<file path="config.mk">
export PLATFORM = sky130hd
export DESIGN_NAME = nfwlz_ctrl
export DESIGN_NICKNAME = d
export VERILOG_FILES = /design/src/rtl/nfwlz_pkg.sv /design/src/rtl/nfwlz_ctrl.sv
export SDC_FILE = /design/constraint.sdc
export NUM_CORES = 1
export LEC_CHECK = 0
export CAP_MARGIN = 30
export CORE_AREA = 4 4 41 43
export CTS_CLUSTER_DIAMETER = 200
export DETAILED_ROUTE_END_ITERATION = 10
export DIE_AREA = 0 0 45 47
export DONT_BUFFER_PORTS = 1
export GPL_TIMING_DRIVEN = 0
export SLEW_MARGIN = 20
export SYNTH_ARGS = -nofsm -noshare
export SYNTH_HDL_FRONTEND = slang
export SYNTH_SLANG_ARGS = --single-unit
</file>
<file path="constraint.sdc">
create_clock -name i_clk -period 2 [get_ports i_clk]
set_input_delay 0 -clock i_clk [delete_from_list [all_inputs] [get_ports i_clk]]
set_output_delay 0 -clock i_clk [all_outputs]
set_load 0.02 [all_outputs]
</file>
<file path="src/rtl/nfwlz_pkg.sv">
`default_nettype none
// ----------------------------------------------------------------------------
// nfwlz_pkg
// shared types and constants of the near/far word lz expander
// ----------------------------------------------------------------------------
package nfwlz_pkg;

    // reset values of the command tags
    localparam logic [7:0] NEAR_TAG_RST = 8'hA7;
    localparam logic [7:0] FAR_TAG_RST  = 8'hA8;

    // decode outcome of one item
    localparam logic [1:0] ACT_NONE = 2'd0;
    localparam logic [1:0] ACT_LIT  = 2'd1;
    localparam logic [1:0] ACT_COPY = 2'd2;
    localparam logic [1:0] ACT_BAD  = 2'd3;

    // commands from controller to datapath
    typedef struct packed {
        logic load;
        logic decode;
        logic rd;
        logic wr;
        logic emit;
        logic emit_err;
    } t_cmd;

    // status from datapath to controller
    typedef struct packed {
        logic [1:0] act;
        logic       fill;
        logic       last_word;
        logic       cnt_zero;
        logic       out_free;
    } t_sts;

endpackage
`default_nettype wire

</file>
<file path="src/rtl/nfwlz_ctrl.sv">
`default_nettype none
// ----------------------------------------------------------------------------
// nfwlz_ctrl
// sequencer: accept, decode, history replay and result hand-off
// ----------------------------------------------------------------------------
module nfwlz_ctrl
    import nfwlz_pkg::*;
(
    input  wire logic i_clk,
    input  wire logic i_rst_n,
    input  wire logic i_in_valid,
    output      logic o_in_ready,
    input  wire t_sts i_sts,
    output      t_cmd o_cmd
);
    localparam logic [2:0] S_IDLE = 3'd0;
    localparam logic [2:0] S_DEC  = 3'd1;
    localparam logic [2:0] S_RD   = 3'd2;
    localparam logic [2:0] S_WR   = 3'd3;
    localparam logic [2:0] S_EMIT = 3'd4;
    localparam logic [2:0] S_ERR  = 3'd5;

    logic [2:0] r_state, n_state;

    // next state and commands
    always_comb begin
        n_state    = r_state;
        o_cmd      = '0;
        o_in_ready = 1'b0;
        unique case (r_state)
            S_IDLE: begin
                o_in_ready = 1'b1;
                if (i_in_valid) begin
                    o_cmd.load = 1'b1;
                    n_state    = S_DEC;
                end
            end
            S_DEC: begin
                o_cmd.decode = 1'b1;
                unique case (i_sts.act)
                    ACT_LIT:  n_state = S_EMIT;
                    ACT_COPY: n_state = S_RD;
                    ACT_BAD:  n_state = S_ERR;
                    default:  n_state = S_IDLE;
                endcase
            end
            S_RD: begin
                o_cmd.rd = 1'b1;
                n_state  = S_WR;
            end
            S_WR: begin
                o_cmd.wr = 1'b1;
                n_state  = (i_sts.fill || i_sts.last_word) ? S_EMIT : S_RD;
            end
            S_EMIT: begin
                if (i_sts.out_free) begin
                    o_cmd.emit = 1'b1;
                    n_state    = i_sts.cnt_zero ? S_IDLE : S_RD;
                end
            end
            S_ERR: begin
                if (i_sts.out_free) begin
                    o_cmd.emit_err = 1'b1;
                    n_state        = S_IDLE;
                end
            end
            default: begin
                n_state = S_IDLE;
            end
        endcase
    end

    // state register
    always_ff @(posedge i_clk) begin
        if (!i_rst_n) begin
            r_state <= S_IDLE;
        end else begin
            r_state <= n_state;
        end
    end

    // checks
    a_wr_after_rd: assert property (@(posedge i_clk) disable iff (!i_rst_n)
        r_state == S_WR |-> $past(r_state) == S_RD)
        else $error("replay write without a read");
    a_dec_after_load: assert property (@(posedge i_clk) disable iff (!i_rst_n)
        o_cmd.load |=> r_state == S_DEC)
        else $error("accepted item not decoded");
    a_one_emit: assert property (@(posedge i_clk) disable iff (!i_rst_n)
        !(o_cmd.emit && o_cmd.emit_err))
        else $error("two results loaded at once");
endmodule
`default_nettype wire

</file>
==> summary.txt, run 1 <==
Status
  • Outcome: completed

Timing
  • RSZ-0062 raised after global routing: false
  • Peak Freq: 0.613 GHz
  • Final Hold Fails: 0
  • Tmin final: 1630 ps
  • Final-report max-slew violation count: 0
  • Final TNS setup: 0 ps
  • Max_slew headroom: 52.1%
  • Worst Max-Slew Pin Slew: 717 ps
  • Final Setup Violations: 0
  • Layout Skew: about 2.0 ps
  • Period utilization: between 80% and 90%

Critical path
  • Critical Path End Type: primary output
  • CP required: 2000 ps
  • Class of the most critical setup path: reg2out
  • Data arrival time of the critical path: 1630 ps
  • Startpoint Class: flip-flop
  • Max FO, Critical Path: 10

Floorplanning
  • Die ar.: 0.00212 sq mm
  • Starting Density: a little over a fifth
  • Die height: about 47 um
  • Core Rows: 13
  • Die Wd: 45 um
  • Top-Level Pins: 16
  • Core area: 0.00130 sq mm

Yosys
  • Syn_nets: 43
  • Sequential area share after synthesis: 21.8%
  • Syn_area_per_cell: between 8 and 9 sq um
  • Syn Inst Count: 34
  • Unique masters post-synth: 19
  • Async SR Flop Fraction: 0%
  • Synth top area share: 21.8%
  • Dominant synthesized flop cell: dfxtp_1
  • Number of synthesized flops with an enable pin: 0
  • Yosys warning total: 0
  • Top-count cell post-synth: nor2_1
  • Synth top cells by count: nor2_1, dfxtp_1, nor3b_1
  • Top cells by area, synth: dfxtp_1, nor2_1, buf_6, nor3b_1, a2111oi_2
  • Area leader, netlist: dfxtp_1
  • Yosys reg bits: 3
  • Synth Cell Area: 275 sq um

Pwr
  • Lkg Pwr: between 0.0001 and 0.00015 uW
  • Worst vdd ir: approximately 0.00019 V
  • Power Internal: about 170 uW
  • Clk pwr share: 43.9%
  • Psw: 72.5 uW
  • Power share of the combinational group: 28.0%
  • Total power: 239 uW
  • PwrDens: between 700 and 800 mW/mm^2
  • Seq pwr share: between 20 and 30%
  • Switching Share: 30.4%

GRT
  • Met3 Use GR: 3.45%
  • M2 GR Usage: 10.5%
  • Grt peak-use layer: met2
  • Met1 Usage GRT: 7.50%
  • Total grt overflow: 0
  • First-pass GRT wire length: ~1.0 mm
  • Total GRT Usage: 7.19%
  • Initial antenna violation count: 0
  • Vias in the first global route: around 260
  • Largest net degree at the start of global routing: 11

Finish
  • Biggest regs: r_state x3
  • Area Overhead vs Synth: 23.6%
  • Register with the most flip-flops: r_state
  • Nets@finish: 50
  • Number of inserted diodes: 0
  • Max reg flops: 3
  • Layout cell share with drive strength beyond 1: about a fifth

Routing
  • Final ANT Viol Nets: 0
  • Drt first-iter violations: 2
  • WL final: around 700 um
  • Drt via density: between 4 and 5
  • DR vias: 252
  • WL/cell: 12.7 um
  • Pre-Repair DR Iteration Count: 2
  • DRC viols: 0

CTS
  • Post-CTS setup buffer count: 0
  • Clock buffer depth: 2
  • Clock transition at the registers of the reported paths: 40 ps
  • Post-CTS Hold Buffers: 2
  • CTS H-tree depth: 1
  • Worst-Skew Late Latency: about 230 ps
  • Post_cts resized: 0
  • Root Driver: clkbuf_4
  • CTS Buf Count: 3
  • TritonCTS clock tree: yes
  • Clock sinks: 3

Run
  • # Max-Cap Violations: 0

Place
  • Number of buffers added on ports: 0
  • GPL Wtd Cong: around 0.7
  • DP HPWL: 577 um

Min path
  • Hold Path Class: in2reg
[placed cells by master (no fill, tap or decap)]
| cell type | n |
|---|---|
| nor3b_1 | 3 |
| o21a_1 | 2 |
| nand2_1 | 2 |
| dfxtp_1 | 3 |
| buf_6 | 2 |
| o211a_1 | 1 |
| clkbuf_1 | 1 |
| nor4bb_1 | 1 |
| and2_1 | 1 |
| nor2_1 | 7 |
| a211o_1 | 1 |
| clkbuf_4 | 3 |
| nor3_1 | 2 |
| inv_1 | 1 |
| o22ai_1 | 1 |
| dlygate4sd3_1 | 2 |
| o2111a_1 | 1 |
| nand2b_1 | 1 |
| a2111oi_2 | 1 |
| o21ai_0 | 2 |
| nor3_2 | 1 |
| clkbuf_8 | 1 |
[power by group through the flow]
stage | sequential, uW | combinational [uW] | clock, uW
floorplan | 67.6 | 56.1 | 0
global placement | 68.0 | 63.4 | 0
detailed placement | 68.0 | 64.0 | 0
CTS | 67.1 | 67.9 | 111
global route | 67.3 | 73.9 | 114
finish | 67.1 | 66.9 | 105
[logic make-up after synthesis]
family | share of synthesized area, %
flip-flops | 21.8
AND/OR/NAND/NOR | 35.9
buffers and inverters | 14.5
AO/OA/AOI/OAI | 27.7
[critical path, stage by stage, from the launching register on]
cell	delay [ps]
dfxtp_1	330
buf_6	150
nor3_1	580
and2_1	340
[metal layers]
layer  part of all wire, %  wire, um
met3                   9.7        68
met5                     0         0
met1                    44       307
met4                     0         0
met2                    46       323
[stage by stage]
| step | instance area (sq um) | hold WS [ps] | instances | utilization, % | setup slack (ps) |
|---|---|---|---|---|---|
| after detailed placement | 294 | 126 | 49 | 22.6 | 582 |
| after CTS | 340 | 0.831 | 55 | 26.2 | 329 |
| after global routing | 340 | 18.1 | 55 | 26.2 | 286 |
| after global placement | 294 | 122 | 49 | 22.6 | 580 |
| final | 340 | 1.82 | 55 | 26.2 | 368 |
| after floorplan | 275 | 118 | 34 | - | 677 |
[final cells by class]
type | instances | area, sq um
fill | 152 | 961
inverter | 1 | 3.75
multi-input combinational | 27 | 175
clock buffer | 4 | 26.3
timing repair buffer | 2 | 20.0
tap | 15 | 18.8
buffer | 3 | 36.3
sequential | 3 | 60.1
[worst paths after layout]
kind              startpoint         end  slack, ps  cells after the start
setup / recovery  r_state[2]    o_cmd[5]        370                      3
hold / removal      i_sts[0]  r_state[0]          2                      2
setup reg to reg  r_state[0]  r_state[2]        430                      5
hold reg to reg   r_state[2]  r_state[1]        720                      2
No activity file was read; power rests on OpenSTA's default activity.
==> run 2, diff against run 1 <==
--- a/config.mk
+++ b/config.mk
@@ -5,6 +5,7 @@
 export SDC_FILE = /design/constraint.sdc
 export NUM_CORES = 1
 export LEC_CHECK = 0
+export ABC_AREA = 1
 export CAP_MARGIN = 30
 export CORE_AREA = 4 4 41 43
 export CTS_CLUSTER_DIAMETER = 200
==> constraint.sdc (replaced) <==
create_clock -name i_clk -period 1.7 [get_ports i_clk]
set_input_delay 0 -clock i_clk [delete_from_list [all_inputs] [get_ports i_clk]]
set_output_delay 0 -clock i_clk [all_outputs]
set_load 0.02 [all_outputs]
==> run 2 against run 1 <==
Cell count rose by 29%. First-iteration DRC count rose to 5.0 times the previous value. Sequential share of layout area fell by 0.26 points. Via count rose by 21%. Utilization rose by 0.38 points. Flip-flop and latch count did not move. Combinational power rose by 88%. Die area did not move. Global-route usage rose by 1.0 points. Synthesized cell count rose by 47%.
==> summary.txt, run 2 <==
Yosys
  • Synth Cell Area: about 270 sq um
  • Number of synthesized flops with an enable pin: 0
  • Syn Inst Count: 50
  • Area leader, netlist: dfxtp_1
  • Yosys warning total: 0
  • Unique masters post-synth: 14
  • Yosys reg bits: 3
  • Async SR Flop Fraction: 0%
  • Top-count cell post-synth: nand2_1
  • Syn_area_per_cell: ~5.5 sq um
  • Dominant synthesized flop cell: dfxtp_1
  • Top cells by area, synth: dfxtp_1, nand2_1, nor2_1, inv_1, nand3_1
  • Synth top area share: 21.9%
  • Synth top cells by count: nand2_1, nor2_1, inv_1
  • Sequential area share after synthesis: 21.9%
  • Syn_nets: 59

GRT
  • Vias in the first global route: approximately 280
  • Initial antenna violation count: 0
  • First-pass GRT wire length: roughly 1.2 mm
  • Total GRT Usage: roughly 8.2%
  • Total grt overflow: 0
  • Largest net degree at the start of global routing: 9

Routing
  • Final ANT Viol Nets: 0
  • Pre-Repair DR Iteration Count: 4
  • DRC viols: 0
  • WL/cell: 10.1 um
  • Drt first-iter violations: 10
  • DR vias: 306
  • Drt via density: 4.31
  • WL final: 716 um

CTS
  • Clock transition at the registers of the reported paths: approximately 40 ps
  • TritonCTS clock tree: yes
  • Post-CTS setup buffer count: 0
  • CTS H-tree depth: 1
  • CTS Buf Count: 3
  • Clock sinks: 3
  • Clock buffer depth: 2
  • Worst-Skew Late Latency: 230 ps
  • Root Driver: clkbuf_4

Timing
  • Setup ws final: between 200 and 250 ps
  • Final TNS setup: 0 ps
  • Final-report max-slew violation count: 0
  • RSZ-0062 raised after global routing: false
  • Period utilization: 86.8%
  • Worst Max-Slew Pin Slew: between 600 and 700 ps
  • Final Hold Fails: 0
  • Tmin final: 1480 ps
  • Layout Skew: roughly 1.1 ps
  • Final Setup Violations: 0
  • Peak Freq: just under 0.7 GHz
  • Max_slew headroom: 54.5%

Finish
  • Area Overhead vs Synth: 26.0%
  • Layout cell share with drive strength beyond 1: 17.9%
  • Final instance area: 345 sq um
  • Nets@finish: 66
  • Max reg flops: 3
  • Final Util: 26.5%
  • Number of inserted diodes: 0
  • Fillers: 153
  • Commonest non-fill, non-tap cells in the layout: nand2_1, nor2_1, inv_1, nand3_1
  • Biggest regs: r_state x3
  • Commonest non-fill, non-tap cell in the layout: nand2_1
  • Register with the most flip-flops: r_state

Critical path
  • CP top delay family: simple AND/OR/NAND/NOR gates
  • Data arrival time of the critical path: 1480 ps
  • Critical Path End Type: primary output
  • Worst path max stage delay: 550 ps
  • Max FO, Critical Path: 6
  • Critical-path top delay cell: nor3_1
  • WP buf/inv: 1
  • Class of the most critical setup path: reg2out
  • Critical-path cell list: inv_1 > nand2_1 > nor3_1
  • Startpoint Class: flip-flop
  • CP required: 1700 ps

Pwr
  • PwrDens: 981 mW/mm^2
  • Worst vdd ir: approximately 0.00052 V
  • Lkg Pwr: 0.000182 uW

Place
  • Number of buffers added on ports: 0
  • Place WS: 325 ps
  • Placed cell area: around 290 sq um
  • GPL Wtd Cong: 0.836
  • DP HPWL: 573 um

Floorplanning
  • Core Rows: 13
  • Die ar.: 0.00212 sq mm
  • Core area: 0.00130 sq mm
  • Starting Density: 21.1%
  • Die Wd: 45 um
  • Die height: 47 um
  • Top-Level Pins: 16

Status
  • Outcome: completed

Min path
  • Hold Path Class: in2reg

Run
  • # Max-Cap Violations: 0
[run 2: kinds of logic after synthesis]
kind of cell | after synthesis | synth area share [%]
and+or+nand+nor | 36 | 61.2
buffers and inverters | 10 | 15.1
DFF | 3 | 21.9
AOI/OAI and AO/OA | 1 | 1.82
[run 2: path summary, 6_finish.rpt]
| kind | start | to | slack (ps) | depth (start not counted) |
|---|---|---|---|---|
| setup / recovery | r_state[0] | o_cmd[1] | 220 | 3 |
| hold / removal | i_sts[3] | r_state[2] | 70 | 6 |
| setup reg to reg | r_state[1] | r_state[1] | 430 | 7 |
| hold reg to reg | r_state[0] | r_state[0] | 650 | 3 |
[run 2: power by group]
part	leakage [uW]	switching, uW	internal [uW]	total [uW]
Combinational	0.000143	90.9	35.2	126
Sequential	0.0000247	10.9	79.9	90.7
Clock	0.0000150	34.3	87.8	122
[run 2: per-stage QoR]
step | hold WS, ps | cells | total power (uW)
2_1_floorplan | 97.6 | 50 | 193
3_3_place_gp | 105 | 65 | 211
3_5_place_dp | 109 | 65 | 212
4_1_cts | 62.9 | 71 | 344
5_1_grt | 104 | 71 | 375
6_report | 73.2 | 71 | 339
[run 2: worst register-to-register path, stage by stage, from the launching register on]
cell and delay [ps]:
dfxtp_1 290, buf_4 160, nand2_1 70, nor2_1 380, nand2_1 100, nand2_1 80, nor2_1 40, nor2_1 70
[run 2: per-layer routing]
metal	up-vias	part of all wire (%)	GRT usage (%)
met4	0	0	3.51
met3	0	8.9	4.60
met2	12	42	11.0
met5	-	0	0
li1	164	-	-
met1	130	49	10.7
[run 2: final cells by class]
type / count / area (sq um) / share of cell area [%]
Tap cell: 15 / 18.8 / 5.43
Buffer: 1 / 7.51 / 2.17
Timing Repair Buffer: 2 / 20.0 / 5.80
Sequential cell: 3 / 60.1 / 17.4
Clock buffer: 4 / 26.3 / 7.61
Multi-Input combinational cell: 37 / 179 / 51.8
Inverter: 9 / 33.8 / 9.78
[run 2: what timing repair did]
| item | CTS | global route |
|---|---|---|
| hold buffers | 2 | 0 |
| hold endpoints to repair | 3 | 0 |
| resized for setup | 0 | 1 |
| endpoints found under the setup margin | 0 | 1 |
==> run 3, diff against run 2 <==
--- a/config.mk
+++ b/config.mk
@@ -5,12 +5,11 @@
 export SDC_FILE = /design/constraint.sdc
 export NUM_CORES = 1
 export LEC_CHECK = 0
-export ABC_AREA = 1
 export CAP_MARGIN = 30
-export CORE_AREA = 4 4 41 43
+export CORE_AREA = 5 5 42 44
 export CTS_CLUSTER_DIAMETER = 200
 export DETAILED_ROUTE_END_ITERATION = 10
-export DIE_AREA = 0 0 45 47
+export DIE_AREA = 0 0 47 49
 export DONT_BUFFER_PORTS = 1
 export GPL_TIMING_DRIVEN = 0
 export SLEW_MARGIN = 20
==> run 3 against run 2 <==
Sequential share of layout area is 0.55 points lower. Fmax is 6.5% lower. Combinational power is 35% lower. Clock skew is 0.99 ps lower. Worst setup slack worse by 100 ps. Cell count is 20% lower. Critical path type is now reg2reg. Wire length is 2.4% higher.
==> summary.txt, run 3 (synthesis results as in run 1) <==
Critical path
  • R2r endpoint: r_state[2]
  • Worst path max stage delay: 530 ps
  • Critical path origin: r_state[0]
  • Critical-path top delay cell: dlygate4sd3_1
  • Worst Reg2Reg Path Length in Cells: 5
  • Class of the most critical setup path: reg2reg
  • Critical-path cell list: buf_6 > inv_1 > a2111oi_2 > o21a_1 > dlygate4sd3_1
  • Worst R2R Setup Slack: ~120 ps
  • CP top delay family: buffers and inverters
  • Startpoint Class: flip-flop
  • Data arrival time of the critical path: approximately 1800 ps
  • Critical R2R Launch: r_state[0]
  • Critical Path End Type: flip-flop
  • WP buf/inv: 3
  • Max FO, Critical Path: 10
  • CP required: 1870 ps

Timing
  • Hold WS: 82.7 ps
  • Max_slew headroom: 53.1%
  • Final Setup Violations: 0
  • Setup ws final: approximately 120 ps
  • Final Hold Fails: 0
  • RSZ-0062 raised after global routing: false
  • Period utilization: 92.9%
  • Layout Skew: 0.0738 ps
  • Peak Freq: ~0.63 GHz
  • Final-report max-slew violation count: 0
  • Worst Max-Slew Pin Slew: ~700 ps
  • Final TNS setup: 0 ps
  • Tmin final: 1580 ps

Pwr
  • Total power: 285 uW
  • Lkg Pwr: 0.000149 uW
  • Worst vdd ir: 0.000303 V
  • PwrDens: 799 mW/mm^2

Finish
  • Commonest non-fill, non-tap cell in the layout: nor2_1
  • Biggest regs: r_state x3
  • Commonest non-fill, non-tap cells in the layout: nor2_1, nor3b_1, clkbuf_4, dlygate4sd3_1, dfxtp_1
  • Register with the most flip-flops: r_state
  • Nets@finish: 51
  • Max reg flops: 3
  • Layout cell share with drive strength beyond 1: 22.0%
  • Number of inserted diodes: 0
  • Area Overhead vs Synth: 29.5%
  • Final Util: 25.4%

Run
  • # Max-Cap Violations: 0

Place
  • Number of buffers added on ports: 0
  • Place WS: 292 ps
  • GPL Wtd Cong: 0.653

Floorplanning
  • Die Wd: 47 um
  • Top-Level Pins: 16
  • Die height: 49 um
  • Die ar.: 0.00230 sq mm
  • Core area: 0.00140 sq mm
  • Core Rows: 14
  • Starting Density: roughly a fifth

Routing
  • Final ANT Viol Nets: 0
  • DR vias: 265
  • WL/cell: 12.9 um
  • Pre-Repair DR Iteration Count: 2
  • WL final: 733 um
  • DRC viols: 0
  • Drt via density: 4.65
  • Drt first-iter violations: 3

GRT
  • Vias in the first global route: 258
  • Initial antenna violation count: 0
  • First-pass GRT wire length: approximately 1.1 mm
  • Total grt overflow: 0
  • Total GRT Usage: 6.90%
  • Largest net degree at the start of global routing: 11

CTS
  • TritonCTS clock tree: yes
  • Post-CTS setup buffer count: 0
  • Clock buffer depth: 2
  • Clock transition at the registers of the reported paths: 40 ps
  • Clock sinks: 3
  • Root Driver: clkbuf_4
  • CTS H-tree depth: 1
  • CTS Buf Count: 3
  • Worst-Skew Late Latency: 230 ps

Min path
  • WHS Endpoint: r_state[1]
  • Hold Path Class: in2reg
  • WHS Path Cells: 3
  • Hold_sp: i_in_valid

Status
  • Outcome: completed
run 3: cell types whose count changed in the layout (fill, tap and decap cells not counted), sizes merged, moves of 2 or more:
cell,delta
inv,-8
nand2,-12
nand3,-5
nor2,-5
nor3b,+3
o21a,+2
o21ai,+2
run 3: worst max path at each step:
stage	endpoint	cells after the start	slack [ps]
after floorplan	o_cmd[5]	3	380
final	r_state[2]	5	120
after detailed placement	o_cmd[5]	3	290
after global placement	o_cmd[5]	3	280
after CTS	o_cmd[5]	3	30
after global routing	r_state[2]	5	30
run 3: cell type report:
cell class	instances	area, sq um
fill	158	1040
multi-input combinational	27	180
sequential	3	60.1
buffer	3	36.3
timing repair buffer	3	30.0
clock buffer	4	26.3
tap	16	20.0
inverter	1	3.75
run 3: through the flow:
stage / std cells / area (sq um)
after floorplan: 34 / 275
after global placement: 50 / 295
after detailed placement: 50 / 295
after CTS: 57 / 352
after global routing: 57 / 357
final: 57 / 357
run 3: per-layer routing:
metal  wire length (um)  vias up  GRT usage, %
met5                  0        -             0
met4                  0        0          4.15
met3                 53        0          2.58
met2                381        7          9.95
met1                298      123          8.35
li1                   -      135             -
run 3: worst min-delay path, delay by kind of cell:
kind / cells / cell delay [ps]
simple gates: 2 / 100
compound gates: 1 / 180
run 3: report_power, final:
part	switching [uW]	internal [uW]	leakage, uW
Combinational	47.3	34.8	0.000110
Clock	35.6	87.9	0.0000150
Sequential	3.43	75.7	0.0000246
Total	86.4	198	0.000149
run 3: timing repair:
action                                 in CTS  in global routing
hold buffers                                3                  0
resized for setup                           0                  1
setup endpoints to repair                   0                  1
endpoints found under the hold margin       3                  0
